===== src/sv/fdc_pkg.sv =====
// Shared constants, types and the CRC-32 byte update for the frame deframer.
// No dependencies; every other file of the block imports this package.
`timescale 1ns / 1ps
`default_nettype none

package fdc_pkg;

    // Frame layout.
    localparam int MAGIC_BYTES  = 4;
    localparam int HEADER_BYTES = 68;
    localparam int HCNT_W       = $clog2(HEADER_BYTES);

    // Channel widths.
    localparam int BYTE_W        = 8;
    localparam int FIELD_CODE_W  = 4;
    localparam int FIELD_VALUE_W = 64;
    localparam int STATUS_W      = 3;
    localparam int CFG_INDEX_W   = 2;
    localparam int CFG_DATA_W    = 32;
    localparam int VERSION_W     = 16;
    localparam int LENGTH_W      = 32;
    localparam int CRC_W         = 32;
    localparam int ID_COUNT      = 6;

    // CRC-32, reflected form.
    localparam logic [CRC_W-1:0] CRC_POLY = 32'hEDB88320;
    localparam logic [CRC_W-1:0] CRC_ONES = 32'hFFFFFFFF;

    // Configuration register indexes.
    localparam logic [CFG_INDEX_W-1:0] CFG_MAGIC_WORD      = 2'd0;
    localparam logic [CFG_INDEX_W-1:0] CFG_MAX_VERSION     = 2'd1;
    localparam logic [CFG_INDEX_W-1:0] CFG_MAX_BODY_LENGTH = 2'd2;

    // Status codes.
    localparam logic [STATUS_W-1:0] ST_OK          = 3'd0;
    localparam logic [STATUS_W-1:0] ST_BAD_MAGIC   = 3'd1;
    localparam logic [STATUS_W-1:0] ST_BAD_HSIZE   = 3'd2;
    localparam logic [STATUS_W-1:0] ST_BAD_VERSION = 3'd3;
    localparam logic [STATUS_W-1:0] ST_TOO_LONG    = 3'd4;
    localparam logic [STATUS_W-1:0] ST_CRC         = 3'd5;

    // Field codes of result items.
    localparam logic [FIELD_CODE_W-1:0] FC_VERSION   = 4'd0;
    localparam logic [FIELD_CODE_W-1:0] FC_TYPE      = 4'd1;
    localparam logic [FIELD_CODE_W-1:0] FC_FLAGS     = 4'd2;
    localparam logic [FIELD_CODE_W-1:0] FC_REQUEST   = 4'd3;
    localparam logic [FIELD_CODE_W-1:0] FC_SESSION   = 4'd4;
    localparam logic [FIELD_CODE_W-1:0] FC_USER      = 4'd5;
    localparam logic [FIELD_CODE_W-1:0] FC_DEVICE    = 4'd6;
    localparam logic [FIELD_CODE_W-1:0] FC_TIMESTAMP = 4'd7;
    localparam logic [FIELD_CODE_W-1:0] FC_SEQUENCE  = 4'd8;
    localparam logic [FIELD_CODE_W-1:0] FC_LENGTH    = 4'd9;
    localparam logic [FIELD_CODE_W-1:0] FC_CHECKSUM  = 4'd10;
    localparam logic [FIELD_CODE_W-1:0] FC_BODY      = 4'd11;

    // Command kinds passed from the front to the back.
    localparam logic [1:0] CMD_HDR_ERR = 2'd0;
    localparam logic [1:0] CMD_HDR     = 2'd1;
    localparam logic [1:0] CMD_BODY    = 2'd2;

    // Command queue size.
    localparam int QUEUE_DEPTH = 16;
    localparam int QPTR_W      = $clog2(QUEUE_DEPTH);
    localparam int QCNT_W      = $clog2(QUEUE_DEPTH + 1);

    // One queued command: a finished header or one body byte.
    typedef struct packed {
        logic [1:0]          kind;
        logic [BYTE_W-1:0]   data;
        logic                eof;
        logic [STATUS_W-1:0] status;
    } t_cmd;

    // Header fields held for the back while it emits them.
    typedef struct packed {
        logic [VERSION_W-1:0]                  version;
        logic [15:0]                           ftype;
        logic [15:0]                           flags;
        logic [ID_COUNT-1:0][FIELD_VALUE_W-1:0] ids;
        logic [LENGTH_W-1:0]                   length;
        logic [CRC_W-1:0]                      cksum;
    } t_hdr;

    // One byte of reflected CRC-32.
    function automatic logic [CRC_W-1:0] crc32_byte(input logic [CRC_W-1:0] crc,
                                                    input logic [BYTE_W-1:0] b);
        logic [CRC_W-1:0] c;
        c = crc ^ {{(CRC_W-BYTE_W){1'b0}}, b};
        for (int i = 0; i < BYTE_W; i++) begin
            c = (c >> 1) ^ (c[0] ? CRC_POLY : '0);
        end
        return c;
    endfunction

endpackage

`default_nettype wire


===== src/sv/fdc_in_if.sv =====
// Input byte channel of the frame deframer: valid, ready and one byte.
// Depends on fdc_pkg for the byte width.
`timescale 1ns / 1ps
`default_nettype none

interface fdc_in_if;
    import fdc_pkg::*;

    logic              valid;
    logic              ready;
    logic [BYTE_W-1:0] byte_in;

    modport source (output valid, output byte_in, input ready);
    modport sink   (input valid, input byte_in, output ready);
endinterface

`default_nettype wire


===== src/sv/fdc_out_if.sv =====
// Result channel of the frame deframer: valid, ready and one result item.
// Depends on fdc_pkg for the field widths.
`timescale 1ns / 1ps
`default_nettype none

interface fdc_out_if;
    import fdc_pkg::*;

    logic                     valid;
    logic                     ready;
    logic [FIELD_CODE_W-1:0]  field_code;
    logic [FIELD_VALUE_W-1:0] field_value;
    logic                     end_of_frame;
    logic [STATUS_W-1:0]      status;

    modport source (output valid, output field_code, output field_value,
                    output end_of_frame, output status, input ready);
    modport sink   (input valid, input field_code, input field_value,
                    input end_of_frame, input status, output ready);
endinterface

`default_nettype wire


===== src/sv/fdc_cfg_if.sv =====
// Configuration write channel of the frame deframer: valid, ready, index, data.
// Depends on fdc_pkg for the index and data widths.
`timescale 1ns / 1ps
`default_nettype none

interface fdc_cfg_if;
    import fdc_pkg::*;

    logic                   valid;
    logic                   ready;
    logic [CFG_INDEX_W-1:0] index;
    logic [CFG_DATA_W-1:0]  data;

    modport source (output valid, output index, output data, input ready);
    modport sink   (input valid, input index, input data, output ready);
endinterface

`default_nettype wire


===== src/sv/fdc_front.sv =====
// Front of the deframer: configuration registers, header collection and checks,
// body CRC. Pushes one command per finished header or body byte.
// Depends on fdc_pkg, fdc_in_if and fdc_cfg_if.
`timescale 1ns / 1ps
`default_nettype none

module fdc_front (
    input  wire            i_clk,
    input  wire            i_rst_n,
    fdc_in_if.sink         i_byte,
    fdc_cfg_if.sink        i_cfg,
    output logic           o_push,
    output fdc_pkg::t_cmd  o_cmd,
    input  wire            i_q_full,
    output fdc_pkg::t_hdr  o_hdr,
    input  wire            i_hdr_done
);
    import fdc_pkg::*;

    // Phase codes.
    localparam logic [1:0] PH_HEADER = 2'd0;
    localparam logic [1:0] PH_BODY   = 2'd1;
    localparam logic [1:0] PH_ERROR  = 2'd2;

    localparam int HB_BITS   = HEADER_BYTES * BYTE_W;
    localparam int OFS_VER   = MAGIC_BYTES;
    localparam int OFS_HSIZE = MAGIC_BYTES + 2;
    localparam int OFS_TYPE  = MAGIC_BYTES + 4;
    localparam int OFS_FLAGS = MAGIC_BYTES + 6;
    localparam int OFS_IDS   = MAGIC_BYTES + 8;
    localparam int OFS_LEN   = MAGIC_BYTES + 56;
    localparam int OFS_CKSUM = MAGIC_BYTES + 60;
    localparam int MAGIC_W   = MAGIC_BYTES * BYTE_W;
    localparam logic [HCNT_W-1:0] LAST_CNT = HCNT_W'(HEADER_BYTES - 1);

    // Configuration registers.
    logic [CFG_DATA_W-1:0] r_magic;
    logic [VERSION_W-1:0]  r_max_version;
    logic [LENGTH_W-1:0]   r_max_length;

    // Frame state.
    logic [1:0]             r_phase, n_phase;
    logic [HCNT_W-1:0]      r_count, n_count;
    logic [HB_BITS-BYTE_W-1:0] r_shift;
    logic [LENGTH_W-1:0]    r_remaining, n_remaining;
    logic [CRC_W-1:0]       r_crc, n_crc;
    logic [CRC_W-1:0]       r_expected, n_expected;
    logic                   r_busy, n_busy;
    t_hdr                   r_hdr;

    logic [HB_BITS-1:0]     w_bits;
    logic                   w_last;
    logic                   w_need_push;
    logic                   w_accept;
    logic                   w_load;
    logic [STATUS_W-1:0]    w_err;
    logic [VERSION_W-1:0]   w_version;
    logic [15:0]            w_hsize;
    logic [LENGTH_W-1:0]    w_length;
    logic [CRC_W-1:0]       w_cksum;
    logic [CRC_W-1:0]       w_crc_byte;
    t_hdr                   w_hdr;

    assign i_cfg.ready = 1'b1;

    // Configuration writes.
    always_ff @(posedge i_clk) begin
        if (!i_rst_n) begin
            r_magic       <= '0;
            r_max_version <= VERSION_W'(1);
            r_max_length  <= LENGTH_W'(1048576);
        end else if (i_cfg.valid) begin
            case (i_cfg.index)
                CFG_MAGIC_WORD:      r_magic       <= i_cfg.data;
                CFG_MAX_VERSION:     r_max_version <= i_cfg.data[VERSION_W-1:0];
                CFG_MAX_BODY_LENGTH: r_max_length  <= i_cfg.data[LENGTH_W-1:0];
                default: ;
            endcase
        end
    end

    // Whole header as it stands on its last byte, first byte most significant.
    assign w_bits    = {r_shift, i_byte.byte_in};
    assign w_version = w_bits[(HEADER_BYTES - OFS_VER - 2) * BYTE_W +: 16];
    assign w_hsize   = w_bits[(HEADER_BYTES - OFS_HSIZE - 2) * BYTE_W +: 16];
    assign w_length  = w_bits[(HEADER_BYTES - OFS_LEN - 4) * BYTE_W +: 32];
    assign w_cksum   = w_bits[(HEADER_BYTES - OFS_CKSUM - 4) * BYTE_W +: 32];

    always_comb begin
        w_hdr.version = w_version;
        w_hdr.ftype   = w_bits[(HEADER_BYTES - OFS_TYPE - 2) * BYTE_W +: 16];
        w_hdr.flags   = w_bits[(HEADER_BYTES - OFS_FLAGS - 2) * BYTE_W +: 16];
        for (int k = 0; k < ID_COUNT; k++) begin
            w_hdr.ids[k] = w_bits[(HEADER_BYTES - OFS_IDS - 8 * k - 8) * BYTE_W +: 64];
        end
        w_hdr.length  = w_length;
        w_hdr.cksum   = w_cksum;
    end

    // Header checks in priority order.
    always_comb begin
        if (w_bits[HB_BITS-1 -: MAGIC_W] != r_magic[MAGIC_W-1:0]) begin
            w_err = ST_BAD_MAGIC;
        end else if (w_hsize != 16'(HEADER_BYTES)) begin
            w_err = ST_BAD_HSIZE;
        end else if (w_version == '0 || w_version > r_max_version) begin
            w_err = ST_BAD_VERSION;
        end else if (w_length > r_max_length) begin
            w_err = ST_TOO_LONG;
        end else begin
            w_err = ST_OK;
        end
    end

    // Handshake: stall when a command cannot go out or a header ends while busy.
    assign w_last      = (r_phase == PH_HEADER) && (r_count == LAST_CNT);
    assign w_need_push = w_last || (r_phase == PH_BODY);
    assign i_byte.ready = !(w_need_push && i_q_full) && !(w_last && r_busy);
    assign w_accept    = i_byte.valid && i_byte.ready;
    assign w_crc_byte  = crc32_byte(r_crc, i_byte.byte_in);
    assign w_load      = w_accept && w_last && (w_err == ST_OK);

    // Next state and the command for this byte.
    always_comb begin
        n_phase     = r_phase;
        n_count     = r_count;
        n_remaining = r_remaining;
        n_crc       = r_crc;
        n_expected  = r_expected;
        n_busy      = w_load ? 1'b1 : (i_hdr_done ? 1'b0 : r_busy);
        o_push      = 1'b0;
        o_cmd.kind   = CMD_BODY;
        o_cmd.data   = i_byte.byte_in;
        o_cmd.eof    = 1'b0;
        o_cmd.status = ST_OK;
        if (w_accept) begin
            case (r_phase)
                PH_HEADER: begin
                    if (w_last) begin
                        o_push  = 1'b1;
                        n_count = '0;
                        if (w_err != ST_OK) begin
                            o_cmd.kind   = CMD_HDR_ERR;
                            o_cmd.eof    = 1'b1;
                            o_cmd.status = w_err;
                            n_phase      = PH_ERROR;
                        end else begin
                            o_cmd.kind = CMD_HDR;
                            n_crc      = CRC_ONES;
                            n_expected = w_cksum;
                            if (w_length == '0) begin
                                o_cmd.eof    = 1'b1;
                                o_cmd.status = (w_cksum == '0) ? ST_OK : ST_CRC;
                                n_remaining  = '0;
                            end else begin
                                n_remaining = w_length;
                                n_phase     = PH_BODY;
                            end
                        end
                    end else begin
                        n_count = r_count + 1'b1;
                    end
                end
                PH_BODY: begin
                    o_push      = 1'b1;
                    n_crc       = w_crc_byte;
                    n_remaining = r_remaining - 1'b1;
                    if (r_remaining == LENGTH_W'(1)) begin
                        // Last body byte: check the CRC and start a new frame.
                        o_cmd.eof    = 1'b1;
                        o_cmd.status = ((w_crc_byte ^ CRC_ONES) == r_expected) ?
                                       ST_OK : ST_CRC;
                        n_phase      = PH_HEADER;
                        n_count      = '0;
                        n_crc        = CRC_ONES;
                    end
                end
                default: ;
            endcase
        end
    end

    // Frame state registers.
    always_ff @(posedge i_clk) begin
        if (!i_rst_n) begin
            r_phase     <= PH_HEADER;
            r_count     <= '0;
            r_remaining <= '0;
            r_crc       <= CRC_ONES;
            r_expected  <= '0;
            r_busy      <= 1'b0;
        end else begin
            r_phase     <= n_phase;
            r_count     <= n_count;
            r_remaining <= n_remaining;
            r_crc       <= n_crc;
            r_expected  <= n_expected;
            r_busy      <= n_busy;
        end
    end

    // Header shift line and the held header record.
    always_ff @(posedge i_clk) begin
        if (w_accept && r_phase == PH_HEADER) begin
            r_shift <= w_bits[HB_BITS-BYTE_W-1:0];
        end
        if (w_load) begin
            r_hdr <= w_hdr;
        end
    end

    assign o_hdr = r_hdr;

endmodule

`default_nettype wire


===== src/sv/fdc_queue.sv =====
// Command queue between the deframer front and back, first in, first out.
// Depends on fdc_pkg for the command type and the depth.
`timescale 1ns / 1ps
`default_nettype none

module fdc_queue (
    input  wire                 i_clk,
    input  wire                 i_rst_n,
    input  wire                 i_push,
    input  wire fdc_pkg::t_cmd  i_data,
    output logic                o_full,
    output logic                o_valid,
    output fdc_pkg::t_cmd       o_data,
    input  wire                 i_pop
);
    import fdc_pkg::*;

    t_cmd              r_mem [QUEUE_DEPTH];
    logic [QPTR_W-1:0] r_wr, r_rd;
    logic [QCNT_W-1:0] r_cnt, n_cnt;

    assign o_full  = (r_cnt == QCNT_W'(QUEUE_DEPTH));
    assign o_valid = (r_cnt != '0);
    assign o_data  = r_mem[r_rd];

    // Occupancy after this cycle's push and pop.
    always_comb begin
        n_cnt = r_cnt;
        if (i_push && !i_pop) begin
            n_cnt = r_cnt + 1'b1;
        end else if (!i_push && i_pop) begin
            n_cnt = r_cnt - 1'b1;
        end
    end

    // Pointers and count.
    always_ff @(posedge i_clk) begin
        if (!i_rst_n) begin
            r_wr  <= '0;
            r_rd  <= '0;
            r_cnt <= '0;
        end else begin
            if (i_push) begin
                r_wr <= r_wr + 1'b1;
            end
            if (i_pop) begin
                r_rd <= r_rd + 1'b1;
            end
            r_cnt <= n_cnt;
        end
    end

    // Storage.
    always_ff @(posedge i_clk) begin
        if (i_push) begin
            r_mem[r_wr] <= i_data;
        end
    end

endmodule

`default_nettype wire


===== src/sv/fdc_back.sv =====
// Back of the deframer: turns queued commands into result items, eleven for a
// good header and one otherwise. Depends on fdc_pkg and fdc_out_if.
`timescale 1ns / 1ps
`default_nettype none

module fdc_back (
    input  wire                 i_clk,
    input  wire                 i_rst_n,
    input  wire                 i_q_valid,
    input  wire fdc_pkg::t_cmd  i_q_data,
    output logic                o_q_pop,
    input  wire fdc_pkg::t_hdr  i_hdr,
    output logic                o_hdr_done,
    fdc_out_if.source           o_field
);
    import fdc_pkg::*;

    logic                    r_valid;
    t_cmd                    r_cmd;
    logic [FIELD_CODE_W-1:0] r_idx;
    logic                    w_last;
    logic                    w_taken;
    logic [FIELD_VALUE_W-1:0] w_hdr_value;

    assign w_last  = (r_cmd.kind != CMD_HDR) || (r_idx == FC_CHECKSUM);
    assign w_taken = r_valid && o_field.ready;
    assign o_q_pop = i_q_valid && (!r_valid || (o_field.ready && w_last));
    assign o_hdr_done = w_taken && (r_cmd.kind == CMD_HDR) && (r_idx == FC_CHECKSUM);

    // Header field selected by the item index.
    always_comb begin
        case (r_idx)
            FC_VERSION:   w_hdr_value = FIELD_VALUE_W'(i_hdr.version);
            FC_TYPE:      w_hdr_value = FIELD_VALUE_W'(i_hdr.ftype);
            FC_FLAGS:     w_hdr_value = FIELD_VALUE_W'(i_hdr.flags);
            FC_REQUEST:   w_hdr_value = i_hdr.ids[0];
            FC_SESSION:   w_hdr_value = i_hdr.ids[1];
            FC_USER:      w_hdr_value = i_hdr.ids[2];
            FC_DEVICE:    w_hdr_value = i_hdr.ids[3];
            FC_TIMESTAMP: w_hdr_value = i_hdr.ids[4];
            FC_SEQUENCE:  w_hdr_value = i_hdr.ids[5];
            FC_LENGTH:    w_hdr_value = FIELD_VALUE_W'(i_hdr.length);
            FC_CHECKSUM:  w_hdr_value = FIELD_VALUE_W'(i_hdr.cksum);
            default:      w_hdr_value = '0;
        endcase
    end

    // Result item for the current command and index.
    always_comb begin
        o_field.valid = r_valid;
        case (r_cmd.kind)
            CMD_HDR: begin
                o_field.field_code   = r_idx;
                o_field.field_value  = w_hdr_value;
                o_field.end_of_frame = (r_idx == FC_CHECKSUM) ? r_cmd.eof : 1'b0;
                o_field.status       = (r_idx == FC_CHECKSUM) ? r_cmd.status : ST_OK;
            end
            CMD_BODY: begin
                o_field.field_code   = FC_BODY;
                o_field.field_value  = FIELD_VALUE_W'(r_cmd.data);
                o_field.end_of_frame = r_cmd.eof;
                o_field.status       = r_cmd.status;
            end
            default: begin
                o_field.field_code   = FC_VERSION;
                o_field.field_value  = '0;
                o_field.end_of_frame = 1'b1;
                o_field.status       = r_cmd.status;
            end
        endcase
    end

    // Current command and item index.
    always_ff @(posedge i_clk) begin
        if (!i_rst_n) begin
            r_valid <= 1'b0;
            r_idx   <= '0;
        end else if (o_q_pop) begin
            r_valid <= 1'b1;
            r_idx   <= '0;
        end else if (w_taken) begin
            if (w_last) begin
                r_valid <= 1'b0;
            end else begin
                r_idx <= r_idx + 1'b1;
            end
        end
    end

    always_ff @(posedge i_clk) begin
        if (o_q_pop) begin
            r_cmd <= i_q_data;
        end
    end

endmodule

`default_nettype wire


===== src/sv/frame_deframer_crc32.sv =====
// Top level of the length-prefixed frame deframer with CRC-32 body check.
// Depends on fdc_pkg, the channel interfaces, fdc_front, fdc_queue and fdc_back.
//
//   Channel  Direction  Transfer carries
//   i_byte   in         byte_in: one byte of the frame stream
//   o_field  out        field_code, field_value, end_of_frame, status
//   i_cfg    in         index, data: write to magic_word, max_version, max_body_length
//
// One byte is taken per cycle. A good header yields eleven items and each body
// byte one; the header burst drains through the 16-entry command queue while
// body bytes keep arriving. Input stalls only when the queue is full, or when a
// header completes while the previous header's items are still being emitted.
// Results pass through the command queue and the back's command register. Reset
// is synchronous, active low, and no clearing pass is needed; after a header error the block stays silent.
`timescale 1ns / 1ps
`default_nettype none

module frame_deframer_crc32 (
    input  wire        i_clk,
    input  wire        i_rst_n,
    fdc_in_if.sink     i_byte,
    fdc_out_if.source  o_field,
    fdc_cfg_if.sink    i_cfg
);
    import fdc_pkg::*;

    logic  w_push;
    t_cmd  w_push_cmd;
    logic  w_q_full;
    logic  w_q_valid;
    t_cmd  w_q_data;
    logic  w_q_pop;
    t_hdr  w_hdr;
    logic  w_hdr_done;

    // Front: collect, check and run the CRC.
    fdc_front u_front (
        .i_clk      (i_clk),
        .i_rst_n    (i_rst_n),
        .i_byte     (i_byte),
        .i_cfg      (i_cfg),
        .o_push     (w_push),
        .o_cmd      (w_push_cmd),
        .i_q_full   (w_q_full),
        .o_hdr      (w_hdr),
        .i_hdr_done (w_hdr_done)
    );

    // Command queue.
    fdc_queue u_queue (
        .i_clk   (i_clk),
        .i_rst_n (i_rst_n),
        .i_push  (w_push),
        .i_data  (w_push_cmd),
        .o_full  (w_q_full),
        .o_valid (w_q_valid),
        .o_data  (w_q_data),
        .i_pop   (w_q_pop)
    );

    // Back: emit result items.
    fdc_back u_back (
        .i_clk      (i_clk),
        .i_rst_n    (i_rst_n),
        .i_q_valid  (w_q_valid),
        .i_q_data   (w_q_data),
        .o_q_pop    (w_q_pop),
        .i_hdr      (w_hdr),
        .o_hdr_done (w_hdr_done),
        .o_field    (o_field)
    );

endmodule

`default_nettype wire

===== src/flat_wrapper.sv =====
// flat-port wrapper written by rule: the top's interface ports become plain ports
module frame_deframer_crc32_flat import fdc_pkg::*;
  (i_clk, i_rst_n, i_byte_valid, i_byte_byte_in, i_byte_ready, o_field_valid, o_field_field_code, o_field_field_value, o_field_end_of_frame, o_field_status, o_field_ready, i_cfg_valid, i_cfg_index, i_cfg_data, i_cfg_ready);
  fdc_in_if i_byte_i ();
  fdc_out_if o_field_i ();
  fdc_cfg_if i_cfg_i ();
  input  wire i_clk;
  input  wire i_rst_n;
  input wire logic [$bits(i_byte_i.valid)-1:0] i_byte_valid;
  input wire logic [$bits(i_byte_i.byte_in)-1:0] i_byte_byte_in;
  output wire logic [$bits(i_byte_i.ready)-1:0] i_byte_ready;
  output wire logic [$bits(o_field_i.valid)-1:0] o_field_valid;
  output wire logic [$bits(o_field_i.field_code)-1:0] o_field_field_code;
  output wire logic [$bits(o_field_i.field_value)-1:0] o_field_field_value;
  output wire logic [$bits(o_field_i.end_of_frame)-1:0] o_field_end_of_frame;
  output wire logic [$bits(o_field_i.status)-1:0] o_field_status;
  input wire logic [$bits(o_field_i.ready)-1:0] o_field_ready;
  input wire logic [$bits(i_cfg_i.valid)-1:0] i_cfg_valid;
  input wire logic [$bits(i_cfg_i.index)-1:0] i_cfg_index;
  input wire logic [$bits(i_cfg_i.data)-1:0] i_cfg_data;
  output wire logic [$bits(i_cfg_i.ready)-1:0] i_cfg_ready;
  assign i_byte_i.valid = i_byte_valid;
  assign i_byte_i.byte_in = i_byte_byte_in;
  assign i_byte_ready = i_byte_i.ready;
  assign o_field_valid = o_field_i.valid;
  assign o_field_field_code = o_field_i.field_code;
  assign o_field_field_value = o_field_i.field_value;
  assign o_field_end_of_frame = o_field_i.end_of_frame;
  assign o_field_status = o_field_i.status;
  assign o_field_i.ready = o_field_ready;
  assign i_cfg_i.valid = i_cfg_valid;
  assign i_cfg_i.index = i_cfg_index;
  assign i_cfg_i.data = i_cfg_data;
  assign i_cfg_ready = i_cfg_i.ready;
  frame_deframer_crc32 u_core (.i_clk(i_clk), .i_rst_n(i_rst_n), .i_byte(i_byte_i), .o_field(o_field_i), .i_cfg(i_cfg_i));
endmodule

===== config.mk =====
export PLATFORM = sky130hd
export DESIGN_NAME = frame_deframer_crc32_flat
export DESIGN_NICKNAME = d
export VERILOG_FILES = /design/src/sv/fdc_pkg.sv /design/src/sv/fdc_in_if.sv /design/src/sv/fdc_out_if.sv /design/src/sv/fdc_cfg_if.sv /design/src/sv/fdc_front.sv /design/src/sv/fdc_queue.sv /design/src/sv/fdc_back.sv /design/src/sv/frame_deframer_crc32.sv /design/src/flat_wrapper.sv
export SDC_FILE = /design/constraint.sdc
export NUM_CORES = 2
export LEC_CHECK = 0
export ABC_AREA = 1
export BUFFER_PORTS_ARGS = -buffer_cell sky130_fd_sc_hd__buf_2
export CAP_MARGIN = 30
export CELL_PAD_IN_SITES_DETAIL_PLACEMENT = 0
export CELL_PAD_IN_SITES_GLOBAL_PLACEMENT = 1
export CORE_MARGIN = 4
export CORE_UTILIZATION = 55
export DETAILED_ROUTE_END_ITERATION = 10
export GPL_TIMING_DRIVEN = 0
export PLACE_DENSITY_LB_ADDON = 0.2
export SYNTH_ARGS = -nofsm -noshare
export SYNTH_HDL_FRONTEND = slang
export SYNTH_HIERARCHICAL = 1
export SYNTH_SLANG_ARGS = --single-unit

===== constraint.sdc =====
create_clock -name i_clk -period 81.1 [get_ports i_clk]
set_clock_uncertainty 0.05 [all_clocks]
set_input_delay 16.22 -clock i_clk [delete_from_list [all_inputs] [get_ports i_clk]]
set_output_delay 16.22 -clock i_clk [all_outputs]
set_load 0.005 [all_outputs]

==> qor.yml <==
clock_tree:
  cts_setup_buffers: 0
  ctsLongestPathBuffers: 3
  insertion_delay_ns: 0.75
  cts_root_buf: "clkbuf_16"
  cts_sinks: 1478
  tritoncts: "built"
  cts-resized-gates: 0
  clkSlewWorstSetupHoldPaths_ns: 0.06
  hold_buffers: 0
  h-tree-depth: 4
  numCtsBuffers: 149
sta:
  slew_headroom_pct: 32.8
  fin_tns_setup_ns: 0
  period_minus_slack_ns: 20.23
  max_freq_mhz: 49.4
  setup_violations: 0
  grt_setup_unrepaired: "no"
  hold_violations: 0
  holdWs_ns: 0.370
  fin_ws_ns: 60.87
  finalMaxSlewViolations: 0
  tightest_slew_ns: 1.01
  period_share_pct: 25.0
yosys:
  ys_seq_elements: 1478
  synth_top_area_share_pct: 65.2
  mappedNetlistNets: 5115
  ys_top_cells_by_area: "edfxtp_1 (65%), nand2_1 (8.7%), dfxtp_1 (7.1%)"
  synth.distinct_cells: 55
  seq_area_frac_synth_pct: 72.3
  ys.flop_type: "edfxtp_1"
  synth_area_um2: 58500
  syn_area_per_cell_um2: 11.7
  synth_edf_count: 1270
  ys_warn_count: 6
  synth_top_area_cell: "edfxtp_1"
  netlist_instances: 5000
  async_reset_ff_share_pct: 0
finish:
  nNetsFinal: 5449
  regArea_um2: 42300
  multi_input_area_um2: 13500
  drive_above_1_share_pct: 10.5
  fill_cells: 8075
  final_area_um2: 66800
  area_growth_pct: 14.2
route:
  detail-route-antenna-nets: 0
  first_iter_violations: 4597
  first_pass_iters: 6
  post_drt_wl_per_cell_um: 23.9
  vias_per_cell: 5.63
  post-route-drc-count: 0
  routed_wl_um: 163000
  routed-via-count: 38600
pwr:
  vdd_drop_max_mv: 0.0207
  seq_power_share_pct: 50.1
  p_leak_nw: 25.2
  power_mw: 1.72
  power_frac_clock_pct: 39.2
  p_int_mw: 1.29
  power_switching_mw: 0.431
  combPwrFrac_pct: 10.7
  power_density_nw_per_um2: 25.7
  sw_frac_of_total_pct: 25.1
floorplan:
  core_um2: 105000
  die_area_um2: 112000
  initial_core_util_pct: 55.5
  fp.dieH_um: 334
  fp.dieW_um: 334
  ios: 122
  rows: 119
setup_path:
  required_ns: 64.83
  crit_path_start_kind: "register"
  critPathMaxFanout: 10
  critPathKind: "reg -> out"
  end_kind: "output port"
  worstPathArrival_ns: 3.96
placement:
  dp_hpwl_um: 115000
  port_buffers: 120
  dpl_cell_area_um2: 62000
  post-place-ws_ns: 61.61
  gp_congestion: 0.930
global_route:
  grt_busiest_layer: "met2"
  grt_pass1_wl_um: 237000
  grt_max_degree: 37
  overflow: 0
  grt_pass1_vias: 36600
  antenna_found_initial: 5
  grt.total_usage_pct: 29.1
  use_met1_pct: 40.3
  met2_usage_pct: 45.9
  grtUsageMet3_pct: 5.99
status:
  status: "complete, no violations"
run:
  drv_cap: 0
hold_path:
  worstHoldPathType: "reg -> reg"
==> cell usage in the layout, fill, tap and decap left out, types with 7 or more instances in the layout <==
| cell | count |
|---|---|
| nand2_1 | 1358 |
| edfxtp_1 | 1270 |
| inv_1 | 448 |
| nor2_1 | 370 |
| nand3_1 | 353 |
| a21oi_1 | 209 |
| dfxtp_1 | 208 |
| o21ai_0 | 192 |
| buf_2 | 188 |
| clkbuf_16 | 153 |
| clkbuf_1 | 99 |
| nand4_1 | 98 |
| ha_1 | 67 |
| clkinv_1 | 37 |
| buf_12 | 31 |
| nor4_1 | 30 |
| buf_4 | 27 |
| nor3_1 | 27 |
| xor2_1 | 25 |
| buf_6 | 23 |
| xnor2_1 | 23 |
| o21ai_1 | 21 |
| buf_8 | 19 |
| clkinv_2 | 18 |
| nor2_2 | 16 |
| nand2_2 | 13 |
| bufinv_16 | 12 |
| a21oi_2 | 8 |
| inv_2 | 7 |
| buf_1 | 7 |
| nor2_4 | 7 |
| buf_16 | 7 |
==> worst paths after layout <==
path                               startpoint                         to  slack, ns  depth (start not counted)
hold / removal    u_core/u_front/r_shift[264]  u_core/u_front/o_hdr[208]       0.37                          0
setup reg to reg    u_core/u_front/r_count[0]  u_core/u_front/o_hdr[124]      76.82                         14
setup / recovery       u_core/u_back/r_idx[0]     o_field_field_value[4]      60.87                         11
hold reg to reg   u_core/u_front/r_shift[264]  u_core/u_front/o_hdr[208]       0.37                          0
==> power groups by stage <==
stage          combinational [mW]  clock, mW  sequential [mW]
6_report                    0.184      0.672            0.860
5_1_grt                     0.200      0.716            0.862
4_1_cts                     0.181      0.681            0.860
3_5_place_dp                0.180          0            0.876
3_3_place_gp                0.176          0            0.890
2_1_floorplan               0.106          0            0.879
==> area by class of cell <==
| cell class | count | share of cell area [%] |
|---|---|---|
| Sequential cell | 1478 | 63.4 |
| Inverter | 458 | 2.58 |
| Clock inverter | 80 | 1.13 |
| Tap cell | 1391 | 2.61 |
| Timing Repair Buffer | 183 | 2.62 |
| Buffer | 186 | 1.54 |
| Multi-Input combinational cell | 2878 | 20.2 |
| Antenna cell | 3 | 0.0112 |
| Clock buffer | 187 | 5.96 |
==> routing by layer <==
layer / vias to the layer above / share of wire, %
li1: 17800 / -
met1: 18600 / 40
met2: 1840 / 46
met3: 312 / 9.6
met4: 0 / 4.1
met5: - / 0
==> state kept, by name, summed over array words and instances (netlist names), named ones only <==
register	cells
u_core/u_front/r_shift	536
u_core/u_front/o_hdr	496
u_core/u_queue/r_mem	224
u_core/u_front/r_crc	32
u_core/u_front/r_expected	32
u_core/u_front/r_magic	32
u_core/u_front/r_max_length	32
u_core/u_front/r_remaining	32
u_core/u_front/r_max_version	16
u_core/u_back/r_cmd	14
u_core/u_front/r_count	7
u_core/u_queue/r_cnt	5
u_core/u_back/r_idx	4
u_core/u_queue/r_rd	4
u_core/u_queue/r_wr	4
u_core/u_front/r_phase	2
u_core/u_back/o_field.valid	1
u_core/u_front/r_busy	1
==> synth_stat cells (all sizes together), types with 2 or more instances <==
library cell / number
inv: 457
clkbuf: 67
o211ai: 5
o22ai: 2
o21ai: 215
or2: 8
a211oi: 3
a21boi: 2
nand2: 1376
ha: 67
nand3b: 5
a31oi: 5
a21oi: 217
nor2: 395
edfxtp: 1270
nor3: 31
nor4: 30
o21a: 5
nand3: 355
xnor2: 23
dfxtp: 208
xor2: 25
nand4: 101
buf: 119
==> critical path, cell delays in order (launching register included) <==
cell and delay (ns):
dfxtp_1 0.35, inv_1 0.15, ha_1 0.30, clkbuf_1 0.60, clkbuf_1 0.73, nand3_1 0.18, nand2_1 0.15, nor2_1 0.05
nand3_1 0.25, nand2_1 0.10, nand2_1 0.20, buf_2 0.16
==> metrics by stage <==
| stage | cells | util (%) |
|---|---|---|
| after CTS | 6840 | 63.3 |
| after floorplan | 5000 | - |
| final | 6844 | 63.3 |
| after global routing | 6841 | 63.3 |
| after global placement | 6511 | 57.7 |
| after detailed placement | 6573 | 58.8 |
==> kinds of logic after synthesis <==
| logic type | Yosys count | share of synthesized area [%] |
|---|---|---|
| xor gates and xnor gates | 49 | 0.757 |
| DFF | 1478 | 72.3 |
| other | 1 | 0.00641 |
| buffers and inverters | 644 | 4.71 |
| and+or+nand+nor | 2304 | 16.6 |
| AOI/OAI and AO/OA | 456 | 4.08 |
| adders and majority gates | 68 | 1.47 |
Note: power is estimated with default switching activity, not from simulation.
